## src/rtl/core/assert_macros.svh

```systemverilog
// Assertion macros used by the top-level RTL file.
`ifndef ASSERT_MACROS_SVH
`define ASSERT_MACROS_SVH

// Same-cycle implication, sampled on clk, off during reset.
`define FPOT_ASSERT_NOW(lbl, ante, cons) \
    lbl: assert property (@(posedge clk) disable iff (!rst_n) (ante) |-> (cons)) \
        else $error("fpot check failed");

// Next-cycle implication, sampled on clk, off during reset.
`define FPOT_ASSERT_NEXT(lbl, ante, cons) \
    lbl: assert property (@(posedge clk) disable iff (!rst_n) (ante) |=> (cons)) \
        else $error("fpot check failed");

`endif

```

## src/rtl/core/fpot_pkg.sv

```systemverilog
// Types and constants shared by the orbit tracer modules.
package fpot_pkg;

    localparam int ORBIT_LIMIT   = 64;
    localparam int FRACTION_BITS = 28;
    localparam int SQRT_STEPS    = 32;
    localparam int SQRT_CNT_W    = $clog2(SQRT_STEPS);

    localparam logic [63:0] ESC_LIMIT = 64'd4 << (2 * FRACTION_BITS);

    localparam logic [31:0] K_REAL_RST   = 32'hFCCC_CCCD;  // about -0.2
    localparam logic [31:0] K_IMAG_RST   = 32'h0000_0000;
    localparam logic [6:0]  MAX_ITER_RST = 7'(ORBIT_LIMIT);

    localparam logic [1:0] CFG_K_REAL   = 2'd0;
    localparam logic [1:0] CFG_K_IMAG   = 2'd1;
    localparam logic [1:0] CFG_MAX_ITER = 2'd2;

    typedef enum logic [2:0] {
        MUL_NONE,
        MUL_XX,
        MUL_YY,
        MUL_XSR,
        MUL_YSI,
        MUL_XSI,
        MUL_YSR
    } mul_op_t;

    typedef enum logic [1:0] {
        ACC_HOLD,
        ACC_LOAD,
        ACC_ADD,
        ACC_SUB
    } acc_op_t;

    typedef enum logic [1:0] {
        SQ_Q,
        SQ_A,
        SQ_B
    } sq_sel_t;

    typedef enum logic [4:0] {
        ST_IDLE,
        ST_MXX,
        ST_MYY,
        ST_QSUM,
        ST_EMIT,
        ST_WAIT_OUT,
        ST_SQM,
        ST_SQM_W,
        ST_SQA,
        ST_SQA_W,
        ST_SQB,
        ST_SQB_W,
        ST_RE1,
        ST_RE2,
        ST_RE3,
        ST_RE4,
        ST_IM1,
        ST_IM2
    } ctl_state_t;

    typedef struct packed {
        logic    load;
        mul_op_t mul_op;
        acc_op_t acc_op;
        logic    emit;
        logic    sq_start;
        logic    sq_take;
        sq_sel_t sq_sel;
        logic    take_re;
        logic    update;
    } dp_cmd_t;

    typedef struct packed {
        logic out_pend;
        logic stop;
        logic sq_done;
    } dp_status_t;

endpackage

```

## src/rtl/core/fractal_power_orbit_tracer.sv

```systemverilog
// Top level of the power-1.5 Julia orbit tracer.
//
//  channel | signals                                   | request moves
//  --------+-------------------------------------------+---------------------------
//  in      | in_valid, in_ready, start_re, start_im     | one orbit start point
//  out     | out_valid, out_ready, point_re, point_im,  | one orbit point
//          | escaped, last                              |
//  cfg     | cfg_valid, cfg_ready, cfg_index, cfg_data  | one register write
//
// One start point at a time. Each non-final orbit point goes through ten
// multiply/accumulate and control steps on one shared 32x32 multiplier, the out
// handshake, and three bit-serial square roots. No clearing pass after reset;
// cfg is always ready. A stalled out request holds the orbit until it is taken.
`include "assert_macros.svh"

module fractal_power_orbit_tracer (
    input  logic               clk,
    input  logic               rst_n,
    input  logic               in_valid,
    output logic               in_ready,
    input  logic signed [31:0] start_re,
    input  logic signed [31:0] start_im,
    output logic               out_valid,
    input  logic               out_ready,
    output logic signed [31:0] point_re,
    output logic signed [31:0] point_im,
    output logic               escaped,
    output logic               last,
    input  logic               cfg_valid,
    output logic               cfg_ready,
    input  logic [1:0]         cfg_index,
    input  logic [31:0]        cfg_data
);

    fpot_pkg::dp_cmd_t    cmd;
    fpot_pkg::dp_status_t status;

    assign cfg_ready = 1'b1;

    fpot_ctl u_ctl (
        .clk      (clk),
        .rst_n    (rst_n),
        .in_valid (in_valid),
        .in_ready (in_ready),
        .status   (status),
        .cmd      (cmd)
    );

    fpot_dp u_dp (
        .clk       (clk),
        .rst_n     (rst_n),
        .cmd       (cmd),
        .status    (status),
        .cfg_write (cfg_valid && cfg_ready),
        .cfg_index (cfg_index),
        .cfg_data  (cfg_data),
        .start_re  (start_re),
        .start_im  (start_im),
        .out_valid (out_valid),
        .out_ready (out_ready),
        .point_re  (point_re),
        .point_im  (point_im),
        .escaped   (escaped),
        .last      (last)
    );

    `FPOT_ASSERT_NOW(a_idle_no_pending, in_ready, !out_valid)
    `FPOT_ASSERT_NEXT(a_busy_after_accept, in_valid && in_ready, !in_ready)
    `FPOT_ASSERT_NOW(a_escape_ends_run, out_valid && escaped, last)
    `FPOT_ASSERT_NEXT(a_quiet_after_last, out_valid && out_ready && last, !out_valid)

endmodule

```

## src/rtl/core/fpot_sqrt.sv

```systemverilog
// Bit-serial integer square root, one result bit per cycle.
module fpot_sqrt (
    input  logic        clk,
    input  logic        rst_n,
    input  logic        start,
    input  logic [63:0] radicand,
    output logic        done,
    output logic [31:0] root
);

    logic [63:0] rad_reg,  rad_next;
    logic [34:0] rem_reg,  rem_next;
    logic [31:0] root_reg, root_next;
    logic [fpot_pkg::SQRT_CNT_W-1:0] cnt_reg, cnt_next;
    logic        busy_reg, busy_next;
    logic        done_reg, done_next;

    logic [34:0] rem_sh;
    logic [34:0] trial;

    always_comb
    begin
        rem_sh    = {rem_reg[32:0], rad_reg[63:62]};
        trial     = {1'b0, root_reg, 2'b01};
        rad_next  = rad_reg;
        rem_next  = rem_reg;
        root_next = root_reg;
        cnt_next  = cnt_reg;
        busy_next = busy_reg;
        done_next = 1'b0;
        if (start)
        begin
            rad_next  = radicand;
            rem_next  = '0;
            root_next = '0;
            cnt_next  = '0;
            busy_next = 1'b1;
        end
        else if (busy_reg)
        begin
            rad_next = {rad_reg[61:0], 2'b00};
            if (rem_sh >= trial)
            begin
                rem_next  = rem_sh - trial;
                root_next = {root_reg[30:0], 1'b1};
            end
            else
            begin
                rem_next  = rem_sh;
                root_next = {root_reg[30:0], 1'b0};
            end
            cnt_next = cnt_reg + 1'b1;
            if (cnt_reg == fpot_pkg::SQRT_CNT_W'(fpot_pkg::SQRT_STEPS - 1))
            begin
                busy_next = 1'b0;
                done_next = 1'b1;
            end
        end
    end

    always_ff @(posedge clk or negedge rst_n)
    begin
        if (!rst_n)
        begin
            busy_reg <= 1'b0;
            done_reg <= 1'b0;
            cnt_reg  <= '0;
        end
        else
        begin
            busy_reg <= busy_next;
            done_reg <= done_next;
            cnt_reg  <= cnt_next;
        end
    end

    always_ff @(posedge clk)
    begin
        rad_reg  <= rad_next;
        rem_reg  <= rem_next;
        root_reg <= root_next;
    end

    assign done = done_reg;
    assign root = root_reg;

endmodule

```

## src/rtl/core/fpot_dp.sv

```systemverilog
// Datapath: orbit point, shared multiplier, accumulator, square roots, config.
module fpot_dp (
    input  logic                 clk,
    input  logic                 rst_n,
    input  fpot_pkg::dp_cmd_t    cmd,
    output fpot_pkg::dp_status_t status,
    input  logic                 cfg_write,
    input  logic [1:0]           cfg_index,
    input  logic [31:0]          cfg_data,
    input  logic signed [31:0]   start_re,
    input  logic signed [31:0]   start_im,
    output logic                 out_valid,
    input  logic                 out_ready,
    output logic signed [31:0]   point_re,
    output logic signed [31:0]   point_im,
    output logic                 escaped,
    output logic                 last
);

    logic signed [31:0] k_real_reg, k_imag_reg;
    logic [6:0]         max_iter_reg;

    logic signed [31:0] x_reg, y_reg;
    logic signed [31:0] sr_reg, si_reg, nre_reg;
    logic [31:0]        m_reg;
    logic signed [63:0] prod_reg;
    logic signed [65:0] acc_reg;
    logic [6:0]         cnt_reg;
    logic               out_valid_reg, stop_reg;
    logic signed [31:0] ore_reg, oim_reg;
    logic               oesc_reg, olast_reg;

    logic signed [31:0] mul_a, mul_b;
    logic [6:0]         lim;
    logic               final_pt;
    logic               esc_now;
    logic [33:0]        sum_a, sum_b;
    logic [63:0]        sq_operand;
    logic               sq_done;
    logic [31:0]        sq_root;
    logic signed [65:0] shifted, with_k;
    logic signed [31:0] sat_val;

    fpot_sqrt u_sqrt (
        .clk      (clk),
        .rst_n    (rst_n),
        .start    (cmd.sq_start),
        .radicand (sq_operand),
        .done     (sq_done),
        .root     (sq_root)
    );

    always_comb
    begin
        if (max_iter_reg == 7'd0)
            lim = 7'd1;
        else if (max_iter_reg > 7'(fpot_pkg::ORBIT_LIMIT))
            lim = 7'(fpot_pkg::ORBIT_LIMIT);
        else
            lim = max_iter_reg;
        final_pt = (cnt_reg + 7'd1) == lim;
        esc_now  = acc_reg[63:0] > fpot_pkg::ESC_LIMIT;
    end

    // half sum and half difference of modulus and real part, both known nonnegative
    always_comb
    begin
        sum_a = {2'b00, m_reg} + {{2{x_reg[31]}}, x_reg};
        sum_b = {2'b00, m_reg} - {{2{x_reg[31]}}, x_reg};
        unique case (cmd.sq_sel)
            fpot_pkg::SQ_Q: sq_operand = acc_reg[63:0];
            fpot_pkg::SQ_A: sq_operand = 64'(sum_a[33:1]) << fpot_pkg::FRACTION_BITS;
            fpot_pkg::SQ_B: sq_operand = 64'(sum_b[33:1]) << fpot_pkg::FRACTION_BITS;
            default:        sq_operand = acc_reg[63:0];
        endcase
    end

    always_comb
    begin
        unique case (cmd.mul_op)
            fpot_pkg::MUL_XX:  begin mul_a = x_reg; mul_b = x_reg;  end
            fpot_pkg::MUL_YY:  begin mul_a = y_reg; mul_b = y_reg;  end
            fpot_pkg::MUL_XSR: begin mul_a = x_reg; mul_b = sr_reg; end
            fpot_pkg::MUL_YSI: begin mul_a = y_reg; mul_b = si_reg; end
            fpot_pkg::MUL_XSI: begin mul_a = x_reg; mul_b = si_reg; end
            fpot_pkg::MUL_YSR: begin mul_a = y_reg; mul_b = sr_reg; end
            default:           begin mul_a = x_reg; mul_b = x_reg;  end
        endcase
    end

    // floor shift back to Q4.28, add k, clamp to 32 bits
    always_comb
    begin
        shifted = acc_reg >>> fpot_pkg::FRACTION_BITS;
        with_k  = shifted + 66'(k_real_reg);
        if (!cmd.take_re)
            with_k = shifted + 66'(k_imag_reg);
        if (with_k > 66'sd2147483647)
            sat_val = 32'sh7FFF_FFFF;
        else if (with_k < -66'sd2147483648)
            sat_val = 32'sh8000_0000;
        else
            sat_val = with_k[31:0];
    end

    always_ff @(posedge clk or negedge rst_n)
    begin
        if (!rst_n)
        begin
            k_real_reg    <= fpot_pkg::K_REAL_RST;
            k_imag_reg    <= fpot_pkg::K_IMAG_RST;
            max_iter_reg  <= fpot_pkg::MAX_ITER_RST;
            out_valid_reg <= 1'b0;
            stop_reg      <= 1'b0;
            cnt_reg       <= '0;
        end
        else
        begin
            if (cfg_write)
            begin
                unique case (cfg_index)
                    fpot_pkg::CFG_K_REAL:   k_real_reg   <= cfg_data;
                    fpot_pkg::CFG_K_IMAG:   k_imag_reg   <= cfg_data;
                    fpot_pkg::CFG_MAX_ITER: max_iter_reg <= cfg_data[6:0];
                    default: ;
                endcase
            end
            if (cmd.emit)
            begin
                out_valid_reg <= 1'b1;
                stop_reg      <= esc_now || final_pt;
            end
            else if (out_ready)
                out_valid_reg <= 1'b0;
            if (cmd.load)
                cnt_reg <= '0;
            else if (cmd.update)
                cnt_reg <= cnt_reg + 7'd1;
        end
    end

    always_ff @(posedge clk)
    begin
        if (cmd.load)
        begin
            x_reg <= start_re;
            y_reg <= start_im;
        end
        else if (cmd.update)
        begin
            x_reg <= nre_reg;
            y_reg <= sat_val;
        end
        if (cmd.mul_op != fpot_pkg::MUL_NONE)
            prod_reg <= mul_a * mul_b;
        unique case (cmd.acc_op)
            fpot_pkg::ACC_HOLD: acc_reg <= acc_reg;
            fpot_pkg::ACC_LOAD: acc_reg <= 66'(prod_reg);
            fpot_pkg::ACC_ADD:  acc_reg <= acc_reg + 66'(prod_reg);
            fpot_pkg::ACC_SUB:  acc_reg <= acc_reg - 66'(prod_reg);
            default:            acc_reg <= acc_reg;
        endcase
        if (cmd.sq_take)
        begin
            unique case (cmd.sq_sel)
                fpot_pkg::SQ_Q: m_reg  <= sq_root;
                fpot_pkg::SQ_A: sr_reg <= sq_root;
                fpot_pkg::SQ_B: si_reg <= y_reg[31] ? -sq_root : sq_root;
                default:        m_reg  <= sq_root;
            endcase
        end
        if (cmd.take_re)
            nre_reg <= sat_val;
        if (cmd.emit)
        begin
            ore_reg   <= x_reg;
            oim_reg   <= y_reg;
            oesc_reg  <= esc_now;
            olast_reg <= esc_now || final_pt;
        end
    end

    assign status.out_pend = out_valid_reg;
    assign status.stop     = stop_reg;
    assign status.sq_done  = sq_done;

    assign out_valid = out_valid_reg;
    assign point_re  = ore_reg;
    assign point_im  = oim_reg;
    assign escaped   = oesc_reg;
    assign last      = olast_reg;

endmodule

```

## src/rtl/core/fpot_ctl.sv

```systemverilog
// Controller: sequences one orbit iteration at a time through the datapath.
module fpot_ctl (
    input  logic                 clk,
    input  logic                 rst_n,
    input  logic                 in_valid,
    output logic                 in_ready,
    input  fpot_pkg::dp_status_t status,
    output fpot_pkg::dp_cmd_t    cmd
);

    fpot_pkg::ctl_state_t state_reg, state_next;

    always_comb
    begin
        state_next = state_reg;
        unique case (state_reg)
            fpot_pkg::ST_IDLE:     if (in_valid) state_next = fpot_pkg::ST_MXX;
            fpot_pkg::ST_MXX:      state_next = fpot_pkg::ST_MYY;
            fpot_pkg::ST_MYY:      state_next = fpot_pkg::ST_QSUM;
            fpot_pkg::ST_QSUM:     state_next = fpot_pkg::ST_EMIT;
            fpot_pkg::ST_EMIT:     state_next = fpot_pkg::ST_WAIT_OUT;
            fpot_pkg::ST_WAIT_OUT:
            begin
                if (!status.out_pend)
                    state_next = status.stop ? fpot_pkg::ST_IDLE : fpot_pkg::ST_SQM;
            end
            fpot_pkg::ST_SQM:      state_next = fpot_pkg::ST_SQM_W;
            fpot_pkg::ST_SQM_W:    if (status.sq_done) state_next = fpot_pkg::ST_SQA;
            fpot_pkg::ST_SQA:      state_next = fpot_pkg::ST_SQA_W;
            fpot_pkg::ST_SQA_W:    if (status.sq_done) state_next = fpot_pkg::ST_SQB;
            fpot_pkg::ST_SQB:      state_next = fpot_pkg::ST_SQB_W;
            fpot_pkg::ST_SQB_W:    if (status.sq_done) state_next = fpot_pkg::ST_RE1;
            fpot_pkg::ST_RE1:      state_next = fpot_pkg::ST_RE2;
            fpot_pkg::ST_RE2:      state_next = fpot_pkg::ST_RE3;
            fpot_pkg::ST_RE3:      state_next = fpot_pkg::ST_RE4;
            fpot_pkg::ST_RE4:      state_next = fpot_pkg::ST_IM1;
            fpot_pkg::ST_IM1:      state_next = fpot_pkg::ST_IM2;
            fpot_pkg::ST_IM2:      state_next = fpot_pkg::ST_MXX;
            default:               state_next = fpot_pkg::ST_IDLE;
        endcase
    end

    always_comb
    begin
        cmd          = '0;
        cmd.mul_op   = fpot_pkg::MUL_NONE;
        cmd.acc_op   = fpot_pkg::ACC_HOLD;
        cmd.sq_sel   = fpot_pkg::SQ_Q;
        in_ready     = 1'b0;
        unique case (state_reg)
            fpot_pkg::ST_IDLE:
            begin
                in_ready = 1'b1;
                cmd.load = in_valid;
            end
            fpot_pkg::ST_MXX:  cmd.mul_op = fpot_pkg::MUL_XX;
            fpot_pkg::ST_MYY:
            begin
                cmd.mul_op = fpot_pkg::MUL_YY;
                cmd.acc_op = fpot_pkg::ACC_LOAD;
            end
            fpot_pkg::ST_QSUM: cmd.acc_op = fpot_pkg::ACC_ADD;
            fpot_pkg::ST_EMIT: cmd.emit   = 1'b1;
            fpot_pkg::ST_WAIT_OUT: ;
            fpot_pkg::ST_SQM:  cmd.sq_start = 1'b1;
            fpot_pkg::ST_SQM_W: cmd.sq_take = status.sq_done;
            fpot_pkg::ST_SQA:
            begin
                cmd.sq_sel   = fpot_pkg::SQ_A;
                cmd.sq_start = 1'b1;
            end
            fpot_pkg::ST_SQA_W:
            begin
                cmd.sq_sel  = fpot_pkg::SQ_A;
                cmd.sq_take = status.sq_done;
            end
            fpot_pkg::ST_SQB:
            begin
                cmd.sq_sel   = fpot_pkg::SQ_B;
                cmd.sq_start = 1'b1;
            end
            fpot_pkg::ST_SQB_W:
            begin
                cmd.sq_sel  = fpot_pkg::SQ_B;
                cmd.sq_take = status.sq_done;
            end
            fpot_pkg::ST_RE1:  cmd.mul_op = fpot_pkg::MUL_XSR;
            fpot_pkg::ST_RE2:
            begin
                cmd.mul_op = fpot_pkg::MUL_YSI;
                cmd.acc_op = fpot_pkg::ACC_LOAD;
            end
            fpot_pkg::ST_RE3:
            begin
                cmd.mul_op = fpot_pkg::MUL_XSI;
                cmd.acc_op = fpot_pkg::ACC_SUB;
            end
            fpot_pkg::ST_RE4:
            begin
                cmd.take_re = 1'b1;
                cmd.mul_op  = fpot_pkg::MUL_YSR;
                cmd.acc_op  = fpot_pkg::ACC_LOAD;
            end
            fpot_pkg::ST_IM1:  cmd.acc_op = fpot_pkg::ACC_ADD;
            fpot_pkg::ST_IM2:  cmd.update = 1'b1;
            default: ;
        endcase
    end

    always_ff @(posedge clk or negedge rst_n)
    begin
        if (!rst_n)
            state_reg <= fpot_pkg::ST_IDLE;
        else
            state_reg <= state_next;
    end

endmodule

```

## config.mk

```make
export PLATFORM = sky130hd
export DESIGN_NAME = fractal_power_orbit_tracer
export DESIGN_NICKNAME = d
export VERILOG_FILES = /design/src/rtl/core/fpot_pkg.sv /design/src/rtl/core/fractal_power_orbit_tracer.sv /design/src/rtl/core/fpot_sqrt.sv /design/src/rtl/core/fpot_dp.sv /design/src/rtl/core/fpot_ctl.sv
export VERILOG_INCLUDE_DIRS = /design/src /design/src/rtl/core
export SDC_FILE = /design/constraint.sdc
export NUM_CORES = 2
export LEC_CHECK = 0
export BUFFER_PORTS_ARGS = -buffer_cell sky130_fd_sc_hd__buf_2
export CAP_MARGIN = 20
export CELL_PAD_IN_SITES_DETAIL_PLACEMENT = 2
export CELL_PAD_IN_SITES_GLOBAL_PLACEMENT = 2
export CORE_MARGIN = 10
export CORE_UTILIZATION = 38
export DETAILED_ROUTE_END_ITERATION = 16
export PLACE_DENSITY = 0.78
export SKIP_LAST_GASP = 1
export SYNTH_ARGS = -nofsm -noshare
export SYNTH_HDL_FRONTEND = slang
export SYNTH_SLANG_ARGS = --single-unit
```

## constraint.sdc

```tcl
create_clock -name clk -period 9.9 [get_ports clk]
set_input_delay 0.495 -clock clk [delete_from_list [all_inputs] [get_ports clk]]
set_output_delay 0.495 -clock clk [all_outputs]
set_load 0.01 [all_outputs]
```

After elaboration in Yosys (flattened, before gate mapping)
Cells that the tools add are included.

word-level totals
  register bits after elaboration = 609
  bits of input ports = 103
  word-level logic and storage cells = 151

cells by class
  add/sub/neg operators = 10
  multiply operators = 1
  magnitude comparators = 5
  equality and inequality tests = 36
  multiplexer cells = 47
  bitwise gates (word level) = 1
  reduce and logical (&&, ||, !) cells = 26

operators with widths
  operator              number
  $mux 32               8
  $pmux 66 s3           1
  $mux 64               2
  $pmux 64 s2           1
  $pmux 32 s3           1
  $pmux 5 s18           1
  $add 38x32->39        2
  $add 66x64->66        1
  $gt 66x32->1 const B  1
  $lt 66x32->1 const B  1
  $mux 66               1
  $sub 66x64->66        1
  $gt 64x59->1 const B  1
  $mul 32x32->64        1
  $eq 5x4->1 const B    8
  $ge 35x34->1          1
  $mux 5                7
  $add 33x32->34        1
  $sub 33x32->34        1
  $mux 33               1
  $sub 33x33->33        1
  $neg 32->32           1
  $mux 7                4
  $eq 5x3->1 const B    4
  29 further kinds      74

Depth between registers and ports, before layout
  depth in word-level cells = 8
  depth in mapped cells = 38

Modules after synthesis
Synthesis repeated with hierarchy kept, for this count alone.

unflattened totals
  cell total of the unflattened synthesis = 7324
  area total of the unflattened synthesis = 72142.9 um^2

modules (own cells, without submodules)
  module                      instances  cells an instance  area an instance (um^2)  sequential area each (um^2)
  fpot_dp                     1          6486               63815.0                  13678.1
  fpot_sqrt                   1          767                7737.4                   3398.3
  fpot_ctl                    1          69                 579.3                    125.1
  fractal_power_orbit_tracer  1          2                  11.3                     0.0

Worst setup path before layout
No wires, ideal clock.

  kind = register to register
  start = register u_ctl.state_reg[1]
  end = register u_dp.prod_reg[63], data pin
  library setup time = 260 ps
  arrival time = 9569 ps
  data required time = 9640 ps
  setup slack = 71 ps
  cell stages (with the launch flop) = 39
  buffers on the path = 5
  period minus slack after synthesis = 9829 ps
  path through = dfrtp_1 -> clkbuf_1 -> inv_1 -> nor2_1 -> a21oi_1 -> nor2_1 -> clkbuf_1 -> buf_1 -> nor2_1 -> a21oi_1 -> clkbuf_1 -> nor2_1 -> fa_1 -> inv_1 -> fa_1 -> inv_1 -> ha_1 -> inv_1 -> [3 not listed] -> fa_1 -> fa_1 -> inv_1 -> fa_1 -> inv_1 -> ha_1 -> clkbuf_1 -> nand3_1 -> nor2_1 -> nand3_1 -> nor4_1 -> o311ai_0 -> o211a_1 -> o311ai_0 -> nand2_1 -> o311ai_0 -> a21oi_1 -> xnor2_1

on the way
  word-level cells in the longest chain between the ends = 6

RTL lines
  what                                                                        line             text
  from (decl)                                                                 fpot_ctl.sv:11   fpot_pkg::ctl_state_t state_reg, state_next;
  from (signal assigned)                                                      fpot_ctl.sv:113  state_reg <= fpot_pkg::ST_IDLE;
  from (signal assigned)                                                      fpot_ctl.sv:115  state_reg <= state_next;
  $eq 5x4->1 (tied with other cells)                                          fpot_ctl.sv:50   unique case (state_reg)
  $pmux 3 s6 *                                                                fpot_ctl.sv:50
  $eq 3x2->1 / $eq 3x3->1 (equally long branches)                             fpot_dp.sv:80    unique case (cmd.mul_op)
  $reduce_or 2->1 (no source line) / $reduce_or 3->1 (equally long branches)  -
  $pmux 32 s3 / $mux 32 (equally long branches)                               fpot_dp.sv:80
  $mul 32x32->64 *                                                            fpot_dp.sv:155   prod_reg <= mul_a * mul_b;
  to (signal assigned)                                                        fpot_dp.sv:155
  to (decl)                                                                   fpot_dp.sv:26    logic signed [63:0] prod_reg;

Mark *: on every way between the ends. The rest lies on a longest branch, timed or not.
A chain may end at the register's enable or synchronous reset.

Final worst setup path
  start = register u_ctl.state_reg[0]
  end = register u_dp.prod_reg[63], data pin

Same word-level chain as after synthesis.

==> impl_results.md <==
- Status: finished clean
- Worst Path Max Fanout: 21
- CTS H-Tree Depth: 3
- # setup viols final: 0
- Slowest stage delay, CP: slightly below 0.7 ns
- GRT met2 Usage: approximately half
- CP endpoint kind: flop
- Met3 Usage GRT: under 10%
- Layout Utilization: ~44%
- Core area: 185000 µm²
- Ys flop type: edfxtp_1
- Post-synth EDFFs: about 450
- Global route overflow: 0
- Fmax: around 100 MHz
- Syn_area_per_cell: about 9.6 µm²
- DPL Wire Length: 254000 µm
- Critical path data required time: ~10 ns
- Port Buffer Count: 170
- First-pass GRT wire length: around 460000 µm
- Pre-antenna DRT Iters: 6
- Setup Skew: around 0.05 ns
- Classification of the worst setup path: reg -> reg
- Max FFs per register: between 60 and 70
- Post-DR vias/cell: 5.68
- Endpoints failing hold: 0
- Pin count of the biggest net entering global routing: ~90
- Horiz. Die Dim: roughly 450 µm
- Routed wire length: between 300000 and 400000 µm
- CP startpoint: u_ctl.state_reg[0]
- I/O pin cnt: 172
- Routed len/inst: roughly 31 µm
- Root Driver: clkbuf_16
- Yosys cell types: 85
- Final Max Slew Viols: 0
- Cts bufs inserted: 78
- Crit-path slowest cell: fa_1
- All-Layer GR Usage: 30.3%
- Area Growth Syn to Fin: 14.8%
- Fillcell total: between 15000 and 20000
- FFs w/ async S/R, synth: 15.1%
- Syn nets: approximately 9000
- RSZ-0062 raised after global routing: yes
- Synthesized instance count: between 7000 and 8000
- Vias after detailed routing: a little under 60000
- Longest Clk Path Bufs: 3
- Seq/Total Area, Yosys: 24.3%
- Final setup TNS: 0 ns
- Period utilization: a little over nine tenths
- Hold crit path type: in -> reg
- Slew @ Worst Pin: approximately 1.4 ns
- Clk_lat worst skew: about 0.73 ns
- Final GP Congestion: roughly 0.94
- Synth warnings: 0
- Vias in the first global route: between 60000 and 70000
- Row Count: about 160
- Initial Util: around two fifths
- Commonest non-fill, non-tap cell in the layout: inv_1
- Clk slew on worst S/H paths: ~0.060 ns
- Post-place instance area: roughly 77000 µm²
- CP Capture Point: u_dp.prod_reg[63]
- Final Critical Period: approximately 10 ns
- Max cap viols: 0
- Routed Antenna Nets: 0
- Post-layout nets: slightly above 9000
- Remaining DRCs: 0
- Top Usage Layer GRT: met2
- Post-synthesis register bit count: a little over 600
- Finished Cell Area: between 80000 and 90000 µm²
- Share of cells above drive strength 1: a little over an eighth
- Antenna violations before repair: 19
- Worst setup margin: approximately 0.14 ns
- Die Y: about 450 µm
- RR Endpoint: u_dp.prod_reg[63]
- Most frequent cells in the layout: inv_1 (1134), fa_1 (1077), nand2_1 (954)
- CP most frequent cell: fa_1
- CP startpoint kind: flop
- Arrival @ worst endpoint: slightly above 10 ns
- Sink Count: roughly 610
- Max transition margin: around 9.0%
- Worst r2r src: u_ctl.state_reg[0]
- Reg2reg setup slack: 0.14 ns
- Setup WS pre-CTS: -0.558 ns
- CTS tree: yes
- GRT met1 Usage: about 36%
- DR iter-0 viols: 4401
- Die ar.: just over 200000 µm²
- FF-to-FF path depth: 36
- Mapped Area: slightly above 70000 µm²
==> worst min-delay path by stage <==
| stage | to | slack (ns) | cells past startpoint | startpoint |
|---|---|---|---|---|
| floorplan | u_ctl.state_reg[0] | 0.20 | 0 | rst_n |
| global placement | u_dp.point_re[0] | 0.44 | 0 | u_dp.x_reg[0] |
| detailed placement | u_dp.point_re[0] | 0.47 | 0 | u_dp.x_reg[0] |
| CTS | u_dp.k_imag_reg[14] | 0.001 | 2 | cfg_data[14] |
| global route | u_dp.k_imag_reg[14] | 0.03 | 2 | cfg_data[14] |
| finish | u_dp.k_real_reg[6] | 0.05 | 2 | cfg_data[6] |
==> metrics by stage <==
stage / hold WS (ns) / instances
final: 0.0454 / 10326
after global routing: 0.0265 / 10321
after CTS: 0.00121 / 10281
after detailed placement: 0.470 / 10102
after global placement: 0.441 / 10101
after floorplan: 0.199 / 7411
==> final cells by class <==
type / instances / area [µm²] / share of cell area, %
well taps: 2480 / 3100 / 3.81
diodes: 6 / 15.0 / 0.0184
repair buffers: 631 / 5080 / 6.24
clock inverters: 47 / 577 / 0.709
flip-flops and latches: 609 / 17200 / 21.1
inverters: 1136 / 4270 / 5.24
multi-input cells: 5320 / 49100 / 60.3
clock buffers: 97 / 2070 / 2.55
==> critical path, delay by kind of cell, from the launching register on <==
family | cells | cell delay [ns]
compound gates | 7 | 1.57
xor+xnor | 1 | 0.13
fa+ha+maj | 9 | 4.75
buf+inv | 11 | 1.55
flops | 1 | 0.46
simple gates | 8 | 1.02
==> routing by layer <==
metal	wire, µm	up-vias
li1	-	24659
met1	120000	31170
met2	153000	1986
met3	19200	815
met4	24100	18
met5	111	-
==> cell families after synthesis <==
kind of cell | synth area share (%)
multiplexers | 3.28
other | 0.00529
AO/OA/AOI/OAI | 10.1
XOR/XNOR | 4.43
AND/OR/NAND/NOR | 13.1
flip-flops | 24.3
adder cells (fa/ha/maj) | 37.0
buffers and inverters | 7.86
==> cells in the mapped netlist, types with 31 or more instances <==
master | instances | area (µm²)
inv_1 | 1135 | 4260
nand4_1 | 39 | 244
nor3_1 | 58 | 290
o21ai_0 | 275 | 1380
a21oi_1 | 271 | 1360
and2_1 | 31 | 194
fa_1 | 1085 | 21700
nand2_1 | 960 | 3600
mux2_2 | 137 | 1540
nand2b_1 | 48 | 300
dfxtp_1 | 65 | 1300
edfxtp_1 | 452 | 13600
clkbuf_1 | 323 | 1210
a31oi_1 | 50 | 313
a22o_1 | 33 | 289
o21a_1 | 34 | 255
nor2_1 | 789 | 2960
dfrtp_1 | 72 | 1800
xnor2_1 | 218 | 1910
nor2b_1 | 35 | 219
nand3_1 | 89 | 445
xor2_1 | 139 | 1220
ha_1 | 360 | 4500
a21o_1 | 177 | 1330
o31ai_1 | 40 | 300
mux2i_1 | 77 | 771
==> repair_timing <==
action	4_1_cts	5_1_grt
setup buffers	8	34
setup endpoints to repair	23	23
cloned	0	3
pin swaps	5	10
resized for setup	34	90
hold endpoints to repair	80	0
hold buffers	27	0
Power is not shown: default switching activity piles up to over one toggle a cycle in this logic, so the estimate is an artifact.
